==> config.mk <==
export PLATFORM = sky130hd
export DESIGN_NAME = sha256_stream_hash_core
export DESIGN_NICKNAME = d
export VERILOG_FILES = /design/src/sv/sha_pkg.sv /design/src/sv/sha_ctrl.sv /design/src/sv/sha_dp.sv /design/src/sv/sha256_stream_hash_core.sv
export SDC_FILE = /design/constraint.sdc
export NUM_CORES = 2
export LEC_CHECK = 0
export BUFFER_PORTS_ARGS = -buffer_cell sky130_fd_sc_hd__clkbuf_2
export CAP_MARGIN = 10
export CELL_PAD_IN_SITES_DETAIL_PLACEMENT = 2
export CELL_PAD_IN_SITES_GLOBAL_PLACEMENT = 2
export CORE_MARGIN = 4
export CORE_UTILIZATION = 30
export CTS_CLUSTER_SIZE = 10
export DETAILED_ROUTE_END_ITERATION = 8
export GPL_ROUTABILITY_DRIVEN = 0
export PLACE_DENSITY = 0.63
export SLEW_MARGIN = 20
export SYNTH_ARGS = -nofsm -noshare
export SYNTH_HDL_FRONTEND = slang
export SYNTH_SLANG_ARGS = --single-unit
==> constraint.sdc <==
create_clock -name aclk -period 11.6 [get_ports aclk]
set_input_delay 1.16 -clock aclk [delete_from_list [all_inputs] [get_ports aclk]]
set_output_delay 1.16 -clock aclk [all_outputs]
set_load 0.005 [all_outputs]
==> src/sv/sha_pkg.sv <==
package sha_pkg;

    localparam int BLOCK_BYTES = 64;
    localparam int LEN_OFFSET  = 56;
    localparam int ROUNDS      = 64;
    localparam logic [7:0] PAD_MARK = 8'h80;

    typedef struct packed {
        logic [7:0] message_byte;
        logic       has_byte;
        logic       end_of_message;
    } sha_in_t;

    typedef struct packed {
        logic [31:0] digest_word0;
        logic [31:0] digest_word1;
        logic [31:0] digest_word2;
        logic [31:0] digest_word3;
        logic [31:0] digest_word4;
        logic [31:0] digest_word5;
        logic [31:0] digest_word6;
        logic [31:0] digest_word7;
    } sha_out_t;

    typedef enum logic [2:0] {
        ST_IDLE,
        ST_ROUND,
        ST_PAD,
        ST_FINAL,
        ST_OUT
    } sha_state_t;

    typedef struct packed {
        logic       buf_wr;
        logic [5:0] buf_addr;
        logic [7:0] buf_data;
        logic       cnt_inc;
        logic       cnt_clr;
        logic       start;
        logic       round;
        logic       finish;
        logic       chain_init;
        logic       load_out;
    } sha_cmd_t;

    typedef struct packed {
        logic [5:0] pos;
        logic       last_round;
    } sha_stat_t;

    localparam logic [31:0] INIT_CHAIN [8] = '{
        32'h6a09e667, 32'hbb67ae85, 32'h3c6ef372, 32'ha54ff53a,
        32'h510e527f, 32'h9b05688c, 32'h1f83d9ab, 32'h5be0cd19
    };

    localparam logic [31:0] ROUND_K [64] = '{
        32'h428a2f98, 32'h71374491, 32'hb5c0fbcf, 32'he9b5dba5,
        32'h3956c25b, 32'h59f111f1, 32'h923f82a4, 32'hab1c5ed5,
        32'hd807aa98, 32'h12835b01, 32'h243185be, 32'h550c7dc3,
        32'h72be5d74, 32'h80deb1fe, 32'h9bdc06a7, 32'hc19bf174,
        32'he49b69c1, 32'hefbe4786, 32'h0fc19dc6, 32'h240ca1cc,
        32'h2de92c6f, 32'h4a7484aa, 32'h5cb0a9dc, 32'h76f988da,
        32'h983e5152, 32'ha831c66d, 32'hb00327c8, 32'hbf597fc7,
        32'hc6e00bf3, 32'hd5a79147, 32'h06ca6351, 32'h14292967,
        32'h27b70a85, 32'h2e1b2138, 32'h4d2c6dfc, 32'h53380d13,
        32'h650a7354, 32'h766a0abb, 32'h81c2c92e, 32'h92722c85,
        32'ha2bfe8a1, 32'ha81a664b, 32'hc24b8b70, 32'hc76c51a3,
        32'hd192e819, 32'hd6990624, 32'hf40e3585, 32'h106aa070,
        32'h19a4c116, 32'h1e376c08, 32'h2748774c, 32'h34b0bcb5,
        32'h391c0cb3, 32'h4ed8aa4a, 32'h5b9cca4f, 32'h682e6ff3,
        32'h748f82ee, 32'h78a5636f, 32'h84c87814, 32'h8cc70208,
        32'h90befffa, 32'ha4506ceb, 32'hbef9a3f7, 32'hc67178f2
    };

    function automatic logic [31:0] rotr(input logic [31:0] x, input int n);
        rotr = (x >> n) | (x << (32 - n));
    endfunction

endpackage

==> src/sv/sha_ctrl.sv <==
module sha_ctrl
    import sha_pkg::*;
(
    input  logic      aclk,
    input  logic      aresetn,
    input  logic      s_valid,
    output logic      s_ready,
    input  sha_in_t   s_data,
    output logic      m_valid,
    input  logic      m_ready,
    input  sha_stat_t stat,
    output sha_cmd_t  cmd
);

    sha_state_t state_reg, state_next;
    logic       eom_reg, eom_next;
    logic       two_reg, two_next;
    logic       pad_reg, pad_next;
    logic [5:0] ppos;

    always_ff @(posedge aclk) begin
        if (!aresetn) begin
            state_reg <= ST_IDLE;
            eom_reg   <= 1'b0;
            two_reg   <= 1'b0;
            pad_reg   <= 1'b0;
        end else begin
            state_reg <= state_next;
            eom_reg   <= eom_next;
            two_reg   <= two_next;
            pad_reg   <= pad_next;
        end
    end

    // buffer position: byte write address, or pad position in ST_PAD
    assign ppos = stat.pos;

    always_comb begin
        state_next = state_reg;
        eom_next   = eom_reg;
        two_next   = two_reg;
        pad_next   = pad_reg;
        cmd        = '0;
        s_ready    = 1'b0;
        m_valid    = 1'b0;
        unique case (state_reg)
            ST_IDLE: begin
                s_ready = 1'b1;
                if (s_valid) begin
                    if (s_data.has_byte) begin
                        cmd.buf_wr   = 1'b1;
                        cmd.buf_addr = ppos;
                        cmd.buf_data = s_data.message_byte;
                        cmd.cnt_inc  = 1'b1;
                        eom_next     = s_data.end_of_message;
                        if (ppos == 6'd63) begin
                            cmd.start  = 1'b1;
                            state_next = ST_ROUND;
                        end else if (s_data.end_of_message) begin
                            state_next = ST_PAD;
                        end
                    end else if (s_data.end_of_message) begin
                        eom_next   = 1'b1;
                        state_next = ST_PAD;
                    end
                end
            end
            ST_PAD: begin
                // datapath builds the padded block from the byte count
                two_next   = !pad_reg && (ppos >= 6'd56);
                pad_next   = 1'b1;
                cmd.start  = 1'b1;
                state_next = ST_ROUND;
            end
            ST_ROUND: begin
                cmd.round = 1'b1;
                if (stat.last_round) begin
                    state_next = ST_FINAL;
                end
            end
            ST_FINAL: begin
                cmd.finish = 1'b1;
                if (two_reg) begin
                    two_next   = 1'b0;
                    state_next = ST_PAD;
                end else if (eom_reg && !pad_reg) begin
                    state_next = ST_PAD;
                end else if (eom_reg) begin
                    state_next = ST_OUT;
                end else begin
                    state_next = ST_IDLE;
                end
            end
            ST_OUT: begin
                m_valid = 1'b1;
                if (m_ready) begin
                    cmd.load_out   = 1'b1;
                    cmd.chain_init = 1'b1;
                    cmd.cnt_clr    = 1'b1;
                    eom_next       = 1'b0;
                    pad_next       = 1'b0;
                    state_next     = ST_IDLE;
                end
            end
            default: state_next = ST_IDLE;
        endcase
    end

endmodule

==> src/sv/sha_dp.sv <==
module sha_dp
    import sha_pkg::*;
(
    input  logic      aclk,
    input  logic      aresetn,
    input  sha_cmd_t  cmd,
    input  logic      in_pad,
    output sha_stat_t stat,
    output sha_out_t  m_data
);

    logic [60:0] cnt_reg;
    logic [31:0] h_reg [8];
    logic [31:0] v_reg [8];
    logic [31:0] w_reg [16];
    logic [5:0]  t_reg;
    logic        pad_done_reg;

    logic [31:0] w_cur, s0, s1, t1, t2, wnew;
    logic [63:0] bits;

    assign bits = {cnt_reg, 3'b000};
    assign stat.pos = cnt_reg[5:0];
    assign stat.last_round = (t_reg == 6'd63);

    // w_reg holds the block bytes while idle, then acts as a shifting
    // schedule window; w_reg[0] is the oldest word
    assign s0 = rotr(w_reg[1], 7) ^ rotr(w_reg[1], 18) ^ (w_reg[1] >> 3);
    assign s1 = rotr(w_reg[14], 17) ^ rotr(w_reg[14], 19) ^ (w_reg[14] >> 10);
    assign wnew = s1 + w_reg[9] + s0 + w_reg[0];
    assign w_cur = (t_reg < 6'd16) ? w_reg[t_reg[3:0]] : wnew;

    assign t1 = v_reg[7] + (rotr(v_reg[4], 6) ^ rotr(v_reg[4], 11) ^ rotr(v_reg[4], 25))
              + ((v_reg[4] & v_reg[5]) ^ (~v_reg[4] & v_reg[6])) + ROUND_K[t_reg] + w_cur;
    assign t2 = (rotr(v_reg[0], 2) ^ rotr(v_reg[0], 13) ^ rotr(v_reg[0], 22))
              + ((v_reg[0] & v_reg[1]) ^ (v_reg[0] & v_reg[2]) ^ (v_reg[1] & v_reg[2]));

    always_ff @(posedge aclk) begin
        if (!aresetn) begin
            cnt_reg      <= '0;
            pad_done_reg <= 1'b0;
            for (int i = 0; i < 8; i++) h_reg[i] <= INIT_CHAIN[i];
        end else begin
            if (cmd.cnt_inc) cnt_reg <= cnt_reg + 61'd1;
            if (cmd.cnt_clr) begin
                cnt_reg      <= '0;
                pad_done_reg <= 1'b0;
            end
            if (cmd.chain_init) begin
                for (int i = 0; i < 8; i++) h_reg[i] <= INIT_CHAIN[i];
            end
            if (cmd.finish) begin
                for (int i = 0; i < 8; i++) h_reg[i] <= h_reg[i] + v_reg[i];
            end
            if (cmd.start && in_pad) begin
                pad_done_reg <= 1'b1;
            end
        end
    end

    always_ff @(posedge aclk) begin
        if (cmd.buf_wr) begin
            w_reg[cmd.buf_addr[5:2]][8 * (3 - cmd.buf_addr[1:0]) +: 8] <= cmd.buf_data;
        end
        if (cmd.start) begin
            t_reg <= 6'd0;
            for (int i = 0; i < 8; i++) v_reg[i] <= h_reg[i];
            if (in_pad) begin
                for (int j = 0; j < 16; j++) begin
                    for (int b = 0; b < 4; b++) begin
                        logic [5:0] a;
                        logic [7:0] d;
                        a = 6'(4 * j + b);
                        d = w_reg[j][31 - 8 * b -: 8];
                        if (pad_done_reg) begin
                            // second padding block: zeros then length
                            d = (a >= 6'd56) ? bits[8 * (63 - a) +: 8] : 8'h00;
                        end else if (a == cnt_reg[5:0]) begin
                            d = PAD_MARK;
                        end else if (a > cnt_reg[5:0]) begin
                            d = (cnt_reg[5:0] < 6'd56 && a >= 6'd56)
                              ? bits[8 * (63 - a) +: 8] : 8'h00;
                        end
                        w_reg[j][31 - 8 * b -: 8] <= d;
                    end
                end
            end
        end else if (cmd.round) begin
            t_reg <= t_reg + 6'd1;
            if (t_reg >= 6'd16) begin
                for (int j = 0; j < 15; j++) w_reg[j] <= w_reg[j + 1];
                w_reg[15] <= wnew;
            end
            v_reg[7] <= v_reg[6];
            v_reg[6] <= v_reg[5];
            v_reg[5] <= v_reg[4];
            v_reg[4] <= v_reg[3] + t1;
            v_reg[3] <= v_reg[2];
            v_reg[2] <= v_reg[1];
            v_reg[1] <= v_reg[0];
            v_reg[0] <= t1 + t2;
        end
    end

    assign m_data = {h_reg[0], h_reg[1], h_reg[2], h_reg[3],
                     h_reg[4], h_reg[5], h_reg[6], h_reg[7]};

    logic unused;
    assign unused = cmd.load_out;

endmodule

==> src/sv/sha256_stream_hash_core.sv <==
// Streaming SHA-256. One request per message byte; a byte that completes a
// 64-byte block starts a 64-round compression (one round per cycle, then a
// chain update), during which no request is taken. A request with
// end_of_message pads the message in one or two further blocks (load, 64
// rounds, chain update each) and then presents the eight digest words; after
// the digest is taken the chain and length return to their initial values.
// Throughput is set by the single round unit.
module sha256_stream_hash_core
    import sha_pkg::*;
(
    input  logic     aclk,
    input  logic     aresetn,
    input  logic     s_valid,
    output logic     s_ready,
    input  sha_in_t  s_data,
    output logic     m_valid,
    input  logic     m_ready,
    output sha_out_t m_data
);

    sha_cmd_t  cmd;
    sha_stat_t stat;
    logic      in_pad;

    sha_ctrl u_ctrl (
        .aclk, .aresetn, .s_valid, .s_ready, .s_data,
        .m_valid, .m_ready, .stat, .cmd
    );

    // padding blocks are started only from the pad state; the datapath sees
    // that as a start with no byte write in the same cycle
    assign in_pad = cmd.start && !cmd.buf_wr;

    sha_dp u_dp (
        .aclk, .aresetn, .cmd, .in_pad, .stat, .m_data
    );

endmodule

* Yosys cells after proc, flatten, opt, wreduce, memory -nomap -nowiden *
Memories as Yosys holds them, arrays and structs flattened. A register that Yosys moved wholly into a read port is not among the register bits.
Index checks and enable logic that the tools add are counted.

word-level totals
  memory bits (read-only) = 2048
  memories = 4
  latch bits = 0
  word-level logic and storage cells = 694
  bits of input ports = 14
  bits in registers = 74
  bits in writable memories = 1024
  output and inout port bits = 258

operators by class
  equality and inequality tests = 73
  reductions and logical operators = 17
  div/mod/pow operators = 0
  $lt $le $gt $ge = 69
  shifts and indexed selects = 2
  $mul = 0
  mux-type cells = 431
  $add $sub $neg = 22
  bitwise logic cells = 69

memories
  name              depth  bits a word  rd ports  clocked after memory_dff  write ports  line          source
  (name not given)  64     32           1         0                         0            sha_dp.sv:34  + ((v_reg[4] & v_reg[5]) ^ (~v_reg[4] & v_reg[6])) + ROUND_K[t_reg] + w_cur;
  u_dp.w_reg        16     32           17        1                         16           sha_dp.sv:15  logic [31:0] w_reg [16];
  u_dp.h_reg        8      32           8         0                         8            sha_dp.sv:13  logic [31:0] h_reg [8];
  u_dp.v_reg        8      32           8         0                         8            sha_dp.sv:14  logic [31:0] v_reg [8];

operator list
  kind                                                                      count
  8-bit two-way mux                                                         328
  32-bit two-way mux                                                        46
  32-bit adder                                                              18
  32-bit bitwise XOR                                                        9
  6-bit equality test (first input constant)                                32
  6-bit > comparator (first input constant)                                 32
  32-bit AND                                                                5
  5-bit by 6-bit equality test with 1-bit output (first input constant)     16
  5-bit by 6-bit > comparator with 1-bit output (first input constant)      16
  61-bit by 1-bit adder with 61-bit output (second input constant)          1
  4-bit by 6-bit equality test with 1-bit output (first input constant)     8
  4-bit by 6-bit > comparator with 1-bit output (first input constant)      8
  16-bit two-way mux                                                        3
  1-bit bitwise OR                                                          40
  1-bit two-way mux                                                         35
  32-bit negator with 34-bit output                                         1
  8-bit by 34-bit variable shift with 32-bit output (first input constant)  1
  8-bit by 34-bit indexed part select with 32-bit output                    1
  32-bit inverter                                                           1
  10-bit by 32-bit bitwise OR with 32-bit output                            1
  13-bit by 32-bit bitwise OR with 32-bit output                            1
  14-bit by 32-bit bitwise OR with 32-bit output                            1
  15-bit by 32-bit bitwise OR with 32-bit output                            1
  19-bit by 32-bit bitwise OR with 32-bit output                            1
  other kinds (43)                                                          77

* Longest topological paths before layout *
  word-level depth = 12
  mapped depth = 42
  gate-level depth less buffers = 42

* Modules after synthesis *
From an unflattened synthesis, not the netlist that was laid out.

unflattened totals
  cells, all modules = 7516
  area, all modules = 76732.3 um^2

by module, submodules not included
  module                   sequential area each (um^2)  cells each  area an instance (um^2)  instances
  sha_dp                   31840.5                      7447        76190.6                  1
  sha_ctrl                 120.1                        68          528.0                    1
  sha256_stream_hash_core  0.0                          1           13.8                     1

* Worst setup path before layout *
No wires, ideal clock.

  path kind = input port to flip-flop
  from = input port s_valid
  to = memory u_dp.v_reg[0][0], enable pin
  cell stages on the path = 4
  required time = 8.985 ns
  setup time = 2.615 ns
  arrival = 7.269 ns
  path slack = 1.716 ns
  buffers on the path = 1
  cell sequence = and3_1 -> clkbuf_1 -> nand3_1 -> nand3_1

RTL lines
  what         line                           source
  from (decl)  sha256_stream_hash_core.sv:13  input logic s_valid,
  to (decl)    sha_dp.sv:14

==> metrics.txt <==
status complete, no violations; crit-path max FO 7; Worst Hold Class register to register; worst path required time 12.15 ns; GRT overflow 0; final hold viol count 0; CP Data Arrival Time 11.53 ns; Post-Synth Simple-Gate Area 14.6%; first-pass GRT wire length 514 mm; Adder-Cell Fraction of Synth Area 11.9%; Compound-Gate Fraction of Synth Area 14.9%; RSZ-0062 raised after global routing false; die width 511 microns; TritonCTS clock tree done; mux contribution to synthesized area 5.58%; Initial Util 30.2%; post-CTS resize count 0; final worst-path cycle share 94.7%; Crit Path Class register to register; number of synthesis warnings 0; number of enable flip-flop cells after synthesis 989; drt first pass iters 7; clk sinks 1102; startpoint types register; Crit path max-delay family compound AO/OA/AOI/OAI gates; CTS Buf Count 146; Core Region 252000 sq um; Post-synth top flop edfxtp_1; area leader, netlist edfxtp_1; Worst path slowest cell o21ai_0; Synth Net Count 8277; fin nets 8422; Worst-path clk slew 0.06 ns; initial DRC count 6098; clock root buffer clkbuf_16; via-per-instance ratio 5.70; CP max stage delay 0.71 ns; hold buffers post-CTS 0; Buf/Inv on CP 2; die area 261000 sq um; pin count of the biggest net entering global routing 159; Syn Area/Cell 9.90 sq um; port bufs 271; most common cell after layout, fill and taps aside nand2_1; via count 64300; vias in the first global route 66700; fin crit period 10.99 ns; crit end category register; largest family of logic cells by synthesized area compound AO/OA/AOI/OAI gates; aggregate global-route resource usage 26.9%; Clock Tree Buf Depth 3; met3 GRT Util 3.31%; fillers 27300; layout cells sized above 1 11.0%; most frequent cells in the layout 1579 x nand2_1, 989 x edfxtp_1, 429 x a21oi_1; ANT nets after route 0; register area share after synthesis 42.1%; busiest layer in global routing met2; top post-synthesis cells by area edfxtp_1 39%, nand2_1 7.8%, ha_1 6.5%, fa_1 5.1%, mux4_2 4.9%; Area growth syn-to-layout 13.4%; count of final setup violators 0; top-area cell type share of the netlist area 39.1%; Gate Count Post-Synth 7671; xor and xnor area share after synthesis 6.93%; worst-skew pair later-pin latency 0.86 ns; relative slew slack 18.8%; Die Y 511 microns; Ports 272; Worst Skew 0.0769 ns; row count 184; Netlist cell types 86; met1 Use GR 37.3%; initial antenna violation count 18; Max Freq 0.0910 GHz; Post-Synthesis Cell Area 75900 sq um; DP Wirelength 279 mm; #FFs+latches synth 1102; max cap viols 0; max reg flops 512; total setup buffers inserted after CTS 0; DR DRC count 0; Slew Limit Fails 0; WL final 363 mm; most used cell, CP a21oi_1; utilization after layout 34.2%; Worst-Margin Slew 1.22 ns; setup_tns 0 ns; GRT met2 Usage 43.5%; async set-reset flop share out of synthesis 0%; DR WL/cell 32.2 microns; CTS H-tree lvls 4
area by class of cell:
cell class / count / area (sq um) / area share [%]
antenna: 4 / 10.0 / 0.0116
inverter: 377 / 1420 / 1.64
multi-input combinational: 5760 / 41100 / 47.8
tap: 3348 / 4190 / 4.87
clock inverter: 60 / 787 / 0.914
sequential: 1102 / 32000 / 37.2
timing repair buffer: 429 / 2650 / 3.08
clock buffer: 197 / 3920 / 4.55
metal layers:
layer  share of wire [%]  up-vias
li1                    -    27600
met1                  45    34000
met3                 5.5      519
met4                 3.9        2
met5              0.0036        -
met2                  46     2155
worst register-to-register path: cells and delay by family, from the launching register on:
kind	cells	cell delay, ns
buf+inv	2	0.13
xor+xnor	5	1.68
fa+ha+maj	7	3.37
compound gates	17	3.96
simple gates	4	0.78
flops	1	0.53
mux	1	0.27
through the flow:
stage	setup WS (ns)	hold WS [ns]	instance area, sq um	instances
global placement	1.02	0.484	81300	11000
floorplan	1.72	0.466	75900	7671
detailed placement	0.853	0.496	81300	11000
global route	0.393	0.547	86100	11300
CTS	0.748	0.505	86000	11300
finish	0.614	0.499	86100	11300
final timing paths:
path                                                     start                        endpoint  slack (ns)  cells after the start
worst max-delay path                u_dp.w_reg[1][9]$_DFFE_PP_     u_dp.v_reg[0][31]$_DFFE_PP_        0.61                     36
worst min-delay path            u_dp.h_reg[0][12]$_SDFFE_PP0P_  u_dp.h_reg[0][12]$_SDFFE_PP0P_        0.50                      2
worst max register to register      u_dp.w_reg[1][9]$_DFFE_PP_     u_dp.v_reg[0][31]$_DFFE_PP_        0.61                     36
worst min register to register  u_dp.h_reg[0][12]$_SDFFE_PP0P_  u_dp.h_reg[0][12]$_SDFFE_PP0P_        0.50                      2
cell usage after synthesis (all sizes together), types with 50 or more instances:
master and count:
a31oi 52, nand2b 58, nor2b 59, ha 397, nor3 104, xor2 198
mux2i 52, nand2 1586, mux4 164, fa 195, a211oi 52, dfxtp 113
xnor2 395, o21a 56, a21oi 441, or3 55, and3 51, edfxtp 989
nor2 381, and2 50, nand3 124, o211ai 67, a21o 373, clkbuf 389
inv 376, o21ai 385
cell families after synthesis:
kind of cell,after synthesis
AOI/OAI and AO/OA,1745
xor gates and xnor gates,596
adders and majority gates,610
buffers and inverters,809
DFF,1102
muxes,218
and+or+nand+nor,2591
Power is not shown: default switching activity piles up to over one toggle a cycle in this logic, so the estimate is an artifact.
